### src/hdl/spf_pkg.sv
`default_nettype none

package spf_pkg;

    localparam logic [7:0]  SYNC_BYTE  = 8'hAA;
    localparam logic [15:0] SEQ_BYTES  = 16'd4;
    localparam logic [7:0]  FORCED_SUM = 8'h00;

    localparam int unsigned PHASE_W = 4;

    localparam logic [PHASE_W-1:0] PH_SYNC   = 4'd0;
    localparam logic [PHASE_W-1:0] PH_ID     = 4'd1;
    localparam logic [PHASE_W-1:0] PH_LEN_HI = 4'd2;
    localparam logic [PHASE_W-1:0] PH_LEN_LO = 4'd3;
    localparam logic [PHASE_W-1:0] PH_SEQ3   = 4'd4;
    localparam logic [PHASE_W-1:0] PH_SEQ2   = 4'd5;
    localparam logic [PHASE_W-1:0] PH_SEQ1   = 4'd6;
    localparam logic [PHASE_W-1:0] PH_SEQ0   = 4'd7;
    localparam logic [PHASE_W-1:0] PH_DATA   = 4'd8;
    localparam logic [PHASE_W-1:0] PH_SUM    = 4'd9;

    typedef struct packed {
        logic [7:0] out_byte;
        logic       end_of_frame;
    } word_t;

endpackage

`default_nettype wire

### src/hdl/spf_in_if.sv
`default_nettype none

interface spf_in_if;

    logic       valid;
    logic       ready;
    logic [7:0] packet_id;
    logic [7:0] payload_length;
    logic [7:0] payload_byte;
    logic       last_byte;
    logic       force_bad_checksum;

    modport source (
        output valid,
        input  ready,
        output packet_id,
        output payload_length,
        output payload_byte,
        output last_byte,
        output force_bad_checksum
    );

    modport sink (
        input  valid,
        output ready,
        input  packet_id,
        input  payload_length,
        input  payload_byte,
        input  last_byte,
        input  force_bad_checksum
    );

endinterface

`default_nettype wire

### src/hdl/spf_out_if.sv
`default_nettype none

interface spf_out_if;

    logic       valid;
    logic       ready;
    logic [7:0] out_byte;
    logic       end_of_frame;

    modport source (
        output valid,
        input  ready,
        output out_byte,
        output end_of_frame
    );

    modport sink (
        input  valid,
        output ready,
        input  out_byte,
        input  end_of_frame
    );

endinterface

`default_nettype wire

### src/hdl/spf_gen.sv
`default_nettype none

module spf_gen
    import spf_pkg::*;
#(
    parameter int unsigned MAX_PAYLOAD = 247
)
(
    input  wire logic clk,
    input  wire logic rst_n,
    spf_in_if.sink    item,
    output word_t     word,
    output logic      word_valid,
    input  wire logic word_ready
);

    localparam logic [15:0] MaxLen = 16'(MAX_PAYLOAD);

    logic               work_valid_reg, work_valid_next;
    logic [PHASE_W-1:0] phase_reg, phase_next;
    logic [7:0]         id_reg;
    logic [7:0]         plen_reg;
    logic [7:0]         data_reg;
    logic               last_reg;
    logic               force_in_reg;
    logic [31:0]        seq_reg, seq_next;
    logic [7:0]         sum_reg, sum_next;
    logic               inside_reg, inside_next;
    logic               force_reg, force_next;

    logic               emit;
    logic               finish;
    logic               accept;
    logic [15:0]        plen_wide;
    logic [15:0]        plen_clamp;
    logic [15:0]        frame_len;

    assign emit   = work_valid_reg && word_ready;
    assign finish = emit && ((phase_reg == PH_SUM) || ((phase_reg == PH_DATA) && !last_reg));
    assign item.ready = !work_valid_reg || finish;
    assign accept = item.valid && item.ready;

    assign plen_wide = {8'd0, plen_reg};

    always_comb
    begin
        if (plen_reg == 8'd0)
        begin
            plen_clamp = 16'd1;
        end
        else if (plen_wide > MaxLen)
        begin
            plen_clamp = MaxLen;
        end
        else
        begin
            plen_clamp = plen_wide;
        end
        frame_len = plen_clamp + SEQ_BYTES;
    end

    always_comb
    begin
        word.end_of_frame = 1'b0;
        unique case (phase_reg)
            PH_SYNC:   word.out_byte = SYNC_BYTE;
            PH_ID:     word.out_byte = id_reg;
            PH_LEN_HI: word.out_byte = frame_len[15:8];
            PH_LEN_LO: word.out_byte = frame_len[7:0];
            PH_SEQ3:   word.out_byte = seq_reg[31:24];
            PH_SEQ2:   word.out_byte = seq_reg[23:16];
            PH_SEQ1:   word.out_byte = seq_reg[15:8];
            PH_SEQ0:   word.out_byte = seq_reg[7:0];
            PH_DATA:   word.out_byte = data_reg;
            PH_SUM:
            begin
                word.out_byte     = force_reg ? FORCED_SUM : sum_reg;
                word.end_of_frame = 1'b1;
            end
            default:   word.out_byte = 8'd0;
        endcase
    end

    assign word_valid = work_valid_reg;

    always_comb
    begin
        seq_next    = seq_reg;
        sum_next    = sum_reg;
        inside_next = inside_reg;
        force_next  = force_reg;
        if (emit)
        begin
            if (phase_reg == PH_SYNC)
            begin
                force_next = force_in_reg;
            end
            if ((phase_reg >= PH_SEQ3) && (phase_reg <= PH_DATA))
            begin
                sum_next = sum_reg + word.out_byte;
            end
            if (phase_reg == PH_DATA)
            begin
                inside_next = 1'b1;
            end
            if (phase_reg == PH_SUM)
            begin
                seq_next    = seq_reg + 32'd1;
                sum_next    = 8'd0;
                inside_next = 1'b0;
                force_next  = 1'b0;
            end
        end
    end

    always_comb
    begin
        work_valid_next = work_valid_reg;
        phase_next      = phase_reg;
        if (accept)
        begin
            work_valid_next = 1'b1;
            phase_next      = inside_next ? PH_DATA : PH_SYNC;
        end
        else if (finish)
        begin
            work_valid_next = 1'b0;
        end
        else if (emit)
        begin
            phase_next = (phase_reg == PH_DATA) ? PH_SUM : phase_reg + 4'd1;
        end
    end

    always_ff @(posedge clk or negedge rst_n)
    begin
        if (!rst_n)
        begin
            work_valid_reg <= 1'b0;
            phase_reg      <= PH_SYNC;
            seq_reg        <= 32'd1;
            sum_reg        <= 8'd0;
            inside_reg     <= 1'b0;
            force_reg      <= 1'b0;
        end
        else
        begin
            work_valid_reg <= work_valid_next;
            phase_reg      <= phase_next;
            seq_reg        <= seq_next;
            sum_reg        <= sum_next;
            inside_reg     <= inside_next;
            force_reg      <= force_next;
        end
    end

    always_ff @(posedge clk)
    begin
        if (accept)
        begin
            id_reg       <= item.packet_id;
            plen_reg     <= item.payload_length;
            data_reg     <= item.payload_byte;
            last_reg     <= item.last_byte;
            force_in_reg <= item.force_bad_checksum;
        end
    end

endmodule

`default_nettype wire

### src/hdl/spf_obuf.sv
`default_nettype none

module spf_obuf
    import spf_pkg::*;
(
    input  wire logic   clk,
    input  wire logic   rst_n,
    input  wire word_t  word,
    input  wire logic   word_valid,
    output logic        word_ready,
    spf_out_if.source   framed
);

    logic  valid_reg;
    word_t word_reg;

    assign word_ready = !valid_reg || framed.ready;

    always_ff @(posedge clk or negedge rst_n)
    begin
        if (!rst_n)
        begin
            valid_reg <= 1'b0;
        end
        else if (word_ready)
        begin
            valid_reg <= word_valid;
        end
    end

    always_ff @(posedge clk)
    begin
        if (word_ready && word_valid)
        begin
            word_reg <= word;
        end
    end

    assign framed.valid        = valid_reg;
    assign framed.out_byte     = word_reg.out_byte;
    assign framed.end_of_frame = word_reg.end_of_frame;

endmodule

`default_nettype wire

### src/hdl/sequenced_packet_framer.sv
`default_nettype none

// Channel   Dir   Word
// item      in    packet_id, payload_length, payload_byte, last_byte, force_bad_checksum
// framed    out   out_byte, end_of_frame
//
// One output byte per cycle through the output register sets the pace while
// framed is ready. A frame's first byte comes after sync, id, length and
// sequence bytes, a last byte before the checksum; a single-byte frame has both.
// Reset opens no frame and sets the sequence number to 1.
// A stall on framed holds the output register and the current word; item
// is taken again as soon as the current word's last byte moves on.

module sequenced_packet_framer
    import spf_pkg::*;
#(
    parameter int unsigned MAX_PAYLOAD = 247
)
(
    input  wire logic clk,
    input  wire logic rst_n,
    spf_in_if.sink    item,
    spf_out_if.source framed
);

    word_t word;
    logic  word_valid;
    logic  word_ready;

    spf_gen #(
        .MAX_PAYLOAD (MAX_PAYLOAD)
    ) u_gen (
        .clk        (clk),
        .rst_n      (rst_n),
        .item       (item),
        .word       (word),
        .word_valid (word_valid),
        .word_ready (word_ready)
    );

    spf_obuf u_obuf (
        .clk        (clk),
        .rst_n      (rst_n),
        .word       (word),
        .word_valid (word_valid),
        .word_ready (word_ready),
        .framed     (framed)
    );

endmodule

`default_nettype wire
### src/flat_wrapper.sv
// flat-port wrapper written by rule: the top's interface ports become plain ports
module sequenced_packet_framer_flat import spf_pkg::*;
#(
    parameter int unsigned MAX_PAYLOAD = 247
)
  (clk, rst_n, item_valid, item_ready, item_packet_id, item_payload_length, item_payload_byte, item_last_byte, item_force_bad_checksum, framed_valid, framed_ready, framed_out_byte, framed_end_of_frame);
  spf_in_if item_i ();
  spf_out_if framed_i ();
  input  wire logic clk;
  input  wire logic rst_n;
  input wire logic [$bits(item_i.valid)-1:0] item_valid;
  output wire logic [$bits(item_i.ready)-1:0] item_ready;
  input wire logic [$bits(item_i.packet_id)-1:0] item_packet_id;
  input wire logic [$bits(item_i.payload_length)-1:0] item_payload_length;
  input wire logic [$bits(item_i.payload_byte)-1:0] item_payload_byte;
  input wire logic [$bits(item_i.last_byte)-1:0] item_last_byte;
  input wire logic [$bits(item_i.force_bad_checksum)-1:0] item_force_bad_checksum;
  output wire logic [$bits(framed_i.valid)-1:0] framed_valid;
  input wire logic [$bits(framed_i.ready)-1:0] framed_ready;
  output wire logic [$bits(framed_i.out_byte)-1:0] framed_out_byte;
  output wire logic [$bits(framed_i.end_of_frame)-1:0] framed_end_of_frame;
  assign item_i.valid = item_valid;
  assign item_ready = item_i.ready;
  assign item_i.packet_id = item_packet_id;
  assign item_i.payload_length = item_payload_length;
  assign item_i.payload_byte = item_payload_byte;
  assign item_i.last_byte = item_last_byte;
  assign item_i.force_bad_checksum = item_force_bad_checksum;
  assign framed_valid = framed_i.valid;
  assign framed_i.ready = framed_ready;
  assign framed_out_byte = framed_i.out_byte;
  assign framed_end_of_frame = framed_i.end_of_frame;
  sequenced_packet_framer #(.MAX_PAYLOAD(MAX_PAYLOAD)) u_core (.clk(clk), .rst_n(rst_n), .item(item_i), .framed(framed_i));
endmodule
### config.mk
export PLATFORM = sky130hd
export DESIGN_NAME = sequenced_packet_framer_flat
export DESIGN_NICKNAME = d
export VERILOG_FILES = /design/src/hdl/spf_pkg.sv /design/src/hdl/spf_in_if.sv /design/src/hdl/spf_out_if.sv /design/src/hdl/spf_gen.sv /design/src/hdl/spf_obuf.sv /design/src/hdl/sequenced_packet_framer.sv /design/src/flat_wrapper.sv
export SDC_FILE = /design/constraint.sdc
export NUM_CORES = 1
export LEC_CHECK = 0
export ABC_AREA = 1
export BUFFER_PORTS_ARGS = -buffer_cell sky130_fd_sc_hd__buf_2
export CAP_MARGIN = 40
export CORE_MARGIN = 2
export CORE_UTILIZATION = 30
export DETAILED_ROUTE_END_ITERATION = 7
export SYNTH_ARGS = -nofsm -noshare
export SYNTH_HDL_FRONTEND = slang
export SYNTH_SLANG_ARGS = --single-unit
### constraint.sdc
create_clock -name clk -period 3.69 [get_ports clk]
set_input_delay 0.1845 -clock clk [delete_from_list [all_inputs] [get_ports clk]]
set_output_delay 0.1845 -clock clk [all_outputs]
set_load 0.1 [all_outputs]
After elaboration in Yosys (flattened, before gate mapping)
Index checks and enable logic that the tools add are counted.
W data, S select, Z words.
- magnitude comparators: 3
- equal/unequal tests: 10
- multiplexer cells: 19
- add/sub/neg operators: 4
- reductions and logical operators: 21
- operator list (operator ; count):
    $pmux W8 S10 ; 1
    $add A32 B1 Y32 const B ; 1
    $mux W8 ; 4
    $mux W4 ; 5
    $add A16 B3 Y16 const B ; 1
    $eq A4 B3 Y1 const B ; 4
    $mux W16 ; 1
    $add A8 B8 Y8 ; 1
    $eq A4 B2 Y1 const B ; 2
    $eq A4 B4 Y1 const B ; 2
    $gt A8 B8 Y1 const B ; 1
    $logic_not A8 Y1 ; 1
    $mux W1 ; 8
    $reduce_and A2 Y1 ; 4
    $reduce_bool A2 Y1 ; 4
    $logic_and A1 B1 Y1 ; 5
    $add A4 B1 Y4 const B ; 1
    $eq A4 B1 Y1 const B ; 1
    $ge A4 B3 Y1 const B ; 1
    $le A4 B4 Y1 const B ; 1
    $logic_not A4 Y1 ; 1
    $logic_not A1 Y1 ; 3
    $logic_or A1 B1 Y1 ; 3
    $ne A2 B1 Y1 const B ; 1
- output and inout port bits: 11
- word-level logic and storage cells: 71
- flip-flop bits (word level): 83
- input bits: 30

Logic depth before layout (Yosys ltp)
- word-level depth: 8
- depth in mapped cells: 21
- gate-level depth less buffers: 21

Hierarchy
From an unflattened synthesis, not the netlist that was laid out.
- cells, all modules: 534
- area total of the unflattened synthesis: 4640.7 um2
- modules (own cells, without submodules) (module ; cells an instance ; times used ; area each (um2)):
    spf_gen ; 519 ; 1 ; 4325.4
    spf_obuf ; 15 ; 1 ; 315.3

Least setup slack after synthesis
OpenSTA, ideal clock, no wires.
- path kind: reg2reg
- start point: register u_core.u_obuf.valid_reg, in the netlist u_core.u_obuf.framed.valid
- end point: register u_core.u_gen.phase_reg[3]
- buffers on the path: 0
- slack: 0.447 ns
- data required time: 3.573 ns
- stages on the path, launching flop included: 12
- clock period less this slack: 3.243 ns
- arrival: 3.126 ns
- cells stage by stage: dfrtp_1 > nand2_1 > nand2_1 > inv_1 > nand3b_1 > nand3_2 > nand2_2 > inv_1 > nand2_1 > nand2_1 > nand2_1 > nand2_1
- longest elaborated chain between the ends: 8
- elaborated cells between the ends (all ways): 12
- classes of those cells: eq/ne (1); mux (3); reduce/logical (8)
- ends and longest elaborated chain (element ; line ; source):
    start: declaration ; spf_obuf.sv:14 ; logic valid_reg;
    start signal: assignment ; spf_obuf.sv:27 ; valid_reg <= word_valid;
    $logic_not A1 Y1 (*) ; spf_obuf.sv:17 ; assign word_ready = !valid_reg || framed.ready;
    $logic_or A1 B1 Y1 (*) ; spf_obuf.sv:17 ;
    $logic_and A1 B1 Y1 (*) ; spf_gen.sv:38 ; assign emit = work_valid_reg && word_ready;
    via u_core.u_gen.emit ; spf_gen.sv:31 ; logic emit;
    $logic_and A1 B1 Y1 (*) ; spf_gen.sv:39 ; assign finish = emit && ((phase_reg == PH_SUM) || ((phase_reg == PH_DATA) && !last_reg));
    $logic_or A1 B1 Y1 (*) ; spf_gen.sv:40 ; assign item.ready = !work_valid_reg || finish;
    via item_ready ; flat_wrapper.sv:12 ; output wire logic [$bits(item_i.ready)-1:0] item_ready;
    $logic_and A1 B1 Y1 (*) ; spf_gen.sv:41 ; assign accept = item.valid && item.ready;
    via u_core.u_gen.accept ; spf_gen.sv:33 ; logic accept;
    $ne A2 B1 Y1 (no source line) / $reduce_bool A2 Y1 (equally long branches) ; -- ;
    $reduce_and A2 Y1 (no source line) ; -- ;
    end signal: assignment ; spf_gen.sv:149 ; phase_reg <= phase_next;
    end: declaration ; spf_gen.sv:20 ; logic [PHASE_W-1:0] phase_reg, phase_next;
The timed path passes the listed nets; every way through them passes the cells marked *.
A chain may end at the register's enable or synchronous reset.

==> results.py <==
metrics = {
    "run_status": {
        "status": "finished, final reports clean",
    },
    "logic_synthesis": {
        "synth_enable_flop_cells": 35,
        "synthFlopType": "dfrtp_1",
        "seq_area_frac_synth_pct": 49.48,
        "yosysWarnings": 0,
        "async_reset_ff_share_pct": 57.83,
        "syn_nets": 572,
        "syn-cell-area_um2": 4554,
        "synth.distinct_cells": 41,
        "netlist_instances": 528,
        "ys_ff_latch": 83,
        "synth.avg_cell_area_um2": 8.626,
    },
    "grt": {
        "grt_pass1_wl_um": 19330,
        "grt_max_degree": 49,
        "grt_pass1_vias": 3722,
        "grt_overflow": 0,
        "grt_usage_pct": 15.52,
        "antenna_found_initial": 0,
    },
    "timing": {
        "setup_violations": 0,
        "fin_worst_skew_ns": 0.008896,
        "rsz0062_at_grt": "false",
        "timing.slew.headroom_pct": 55.40,
        "tightest_slew_ns": 0.6689,
        "hold_violations": 0,
        "post-route-min-period_ns": 3.097,
        "slew_violations": 0,
        "tns_ns": 0,
        "timing.fmax_ghz": 0.3229,
        "period_share_pct": 83.94,
    },
    "power": {
        "p_leak_nw": 2.411,
        "vdd_drop_max_mv": 0.3287,
        "power_mw": 4.366,
        "cellPowerDensity_nw_per_um2": 818.4,
    },
    "clock_network": {
        "cts_tree": "yes",
        "hold_buffers": 1,
        "cts_root_buffer": "clkbuf_16",
        "cts_setup_buffers": 0,
        "clockBufferDepth": 2,
        "numCtsBuffers": 9,
        "clk_latency_ns": 0.35,
        "h-tree-depth": 3,
        "path_clk_slew_ns": 0.07,
        "cts_resized": 0,
        "cts_sinks": 83,
    },
    "place": {
        "hpwl_um": 9269,
        "place.gp.congestion": 0.9168,
        "numPortBuffers": 40,
    },
    "setup_path": {
        "endpoint": "u_core.u_gen.sum_reg[6]",
        "required_ns": 3.95,
        "critPathLaunchType": "register",
        "startpoint": "u_core.u_gen.phase_reg[0]",
        "critPathArrivalTime_ns": 3.36,
        "r2r_cells": 17,
        "r2r_setup_slack_ns": 0.59,
        "r2r_end": "u_core.u_gen.sum_reg[6]",
        "crit_fanout": 10,
        "rr_startpoint": "u_core.u_gen.phase_reg[0]",
        "cp-end-kind": "register",
        "critical_path_class": "register to register",
    },
    "floorplanning": {
        "die-area_um2": 16180,
        "initial_core_util_pct": 30.30,
        "core_um2": 15030,
        "io_pins": 41,
        "dieHeight_um": 127.2,
        "num_rows": 45,
        "chipWidth_um": 127.2,
    },
    "min_path": {
        "hold_path_class": "input pin to register",
        "holdPathStages": 1,
        "holdCritStartpoint": "item_payload_byte[0]",
    },
    "route": {
        "drt_wl_total_um": 11980,
        "via_per_inst": 4.942,
        "wl_per_cell_um": 15.42,
        "drt_iter0_drc": 298,
        "drc": 0,
        "antenna_left": 0,
        "drtPass1Iterations": 5,
        "num_vias": 3840,
    },
    "layout": {
        "ff_latch_area_um2": 2253,
        "fillers": 1520,
        "diodes": 0,
        "layout_common_cells": "143 x nand2_1, 66 x inv_1, 52 x nor2_1, 47 x dfrtp_1, 40 x buf_2",
        "syn_to_final_growth_pct": 17.14,
        "multi_input_area_um2": 2034,
        "mostFrequentLayoutCell": "nand2_1",
        "final_nets": 628,
        "final_layout_size_suffix_gt1_share_pct": 13.07,
        "largest_register_ffs": 32,
    },
    "job": {
        "cap_violations": 0,
    },
}
worst max-delay path: stages, from the launching register on:
cell	delay, ns
dfrtp_1	0.43
inv_1	0.09
ha_1	0.27
nand3_1	0.17
inv_2	0.12
a22oi_1	0.17
o21ai_0	0.12
a21oi_1	0.13
o211ai_1	0.13
ha_1	0.25
fa_1	0.42
nand3_1	0.09
nand3_1	0.11
a21oi_1	0.14
o21bai_1	0.09
nand2_1	0.06
nand2_1	0.04
o21ai_0	0.18
metal layers:
layer / global-route usage (%) / vias to the layer above / routed length (µm)
li1: - / 1860 / -
met1: 20.68 / 1793 / 5301
met2: 24.51 / 162 / 5692
met3: 3.308 / 25 / 693
met4: 6.723 / 0 / 291
met5: 0 / - / 0
kinds of logic (layout without fill, tap and decap cells):
| family | count (synthesis) | count (layout) | share of synthesized area (%) |
|---|---|---|---|
| AND/OR/NAND/NOR | 266 | 266 | 26.02 |
| XOR/XNOR | 31 | 31 | 5.962 |
| adder cells (fa/ha/maj) | 14 | 14 | 4.011 |
| buffers and inverters | 71 | 132 | 5.852 |
| AO/OA/AOI/OAI | 63 | 63 | 8.681 |
| flip-flops | 83 | 83 | 49.48 |
power by group:
part / switching, mW / internal [mW] / total [mW]
Sequential: 0.198 / 1.27 / 1.46
Combinational: 1.44 / 0.565 / 2.01
Clock: 0.370 / 0.524 / 0.894
stage by stage:
step,utilization (%),cells,cell area [µm²],hold WS (ns),setup slack [ns]
after floorplan,-,528,4554,-0.1111,0.4469
after global placement,33.34,758,5012,0.3469,0.7011
after detailed placement,33.34,758,5012,0.3559,0.6817
after CTS,35.36,775,5315,0.0004191,0.6596
after global routing,35.49,777,5335,-0.001656,0.3308
final,35.49,777,5335,0.01114,0.5926
cell usage after synthesis (3+ instances only):
| master | number | area share [%] |
|---|---|---|
| ha_1 | 13 | 3.6 |
| o21bai_1 | 3 | 0.49 |
| nor3_1 | 15 | 1.6 |
| edfxtp_1 | 35 | 23 |
| xor2_1 | 26 | 5.0 |
| o21ai_0 | 23 | 2.5 |
| nand4_1 | 9 | 1.2 |
| a21oi_1 | 11 | 1.2 |
| nand3_1 | 28 | 3.1 |
| o211ai_1 | 4 | 0.66 |
| inv_2 | 3 | 0.25 |
| dfrtp_1 | 47 | 26 |
| nand2_1 | 143 | 12 |
| xnor2_1 | 5 | 0.96 |
| a221oi_1 | 5 | 0.96 |
| inv_1 | 66 | 5.4 |
| nor2_2 | 3 | 0.41 |
| a211oi_1 | 3 | 0.49 |
| nor2_1 | 52 | 4.3 |
| o22ai_1 | 5 | 0.69 |
cell type report:
class / instances / area share, %
clock buffers: 10 / 4.292
well taps: 188 / 4.409
inverters: 69 / 4.855
clock inverters: 6 / 1.196
repair buffers: 47 / 4.878
multi-input cells: 374 / 38.13
flip-flops and latches: 83 / 42.24
worst min path at each step:
stage	end	slack, ns
after floorplan	u_core.u_gen.force_reg	-0.11
after global placement	u_core.u_gen.seq_reg[23]	0.35
after detailed placement	u_core.u_gen.seq_reg[23]	0.36
after CTS	u_core.u_gen.id_reg[7]	0.0004
after global routing	u_core.u_gen.data_reg[3]	-0.002
final	u_core.u_gen.data_reg[0]	0.01
(Power assumes the default switching activity.)
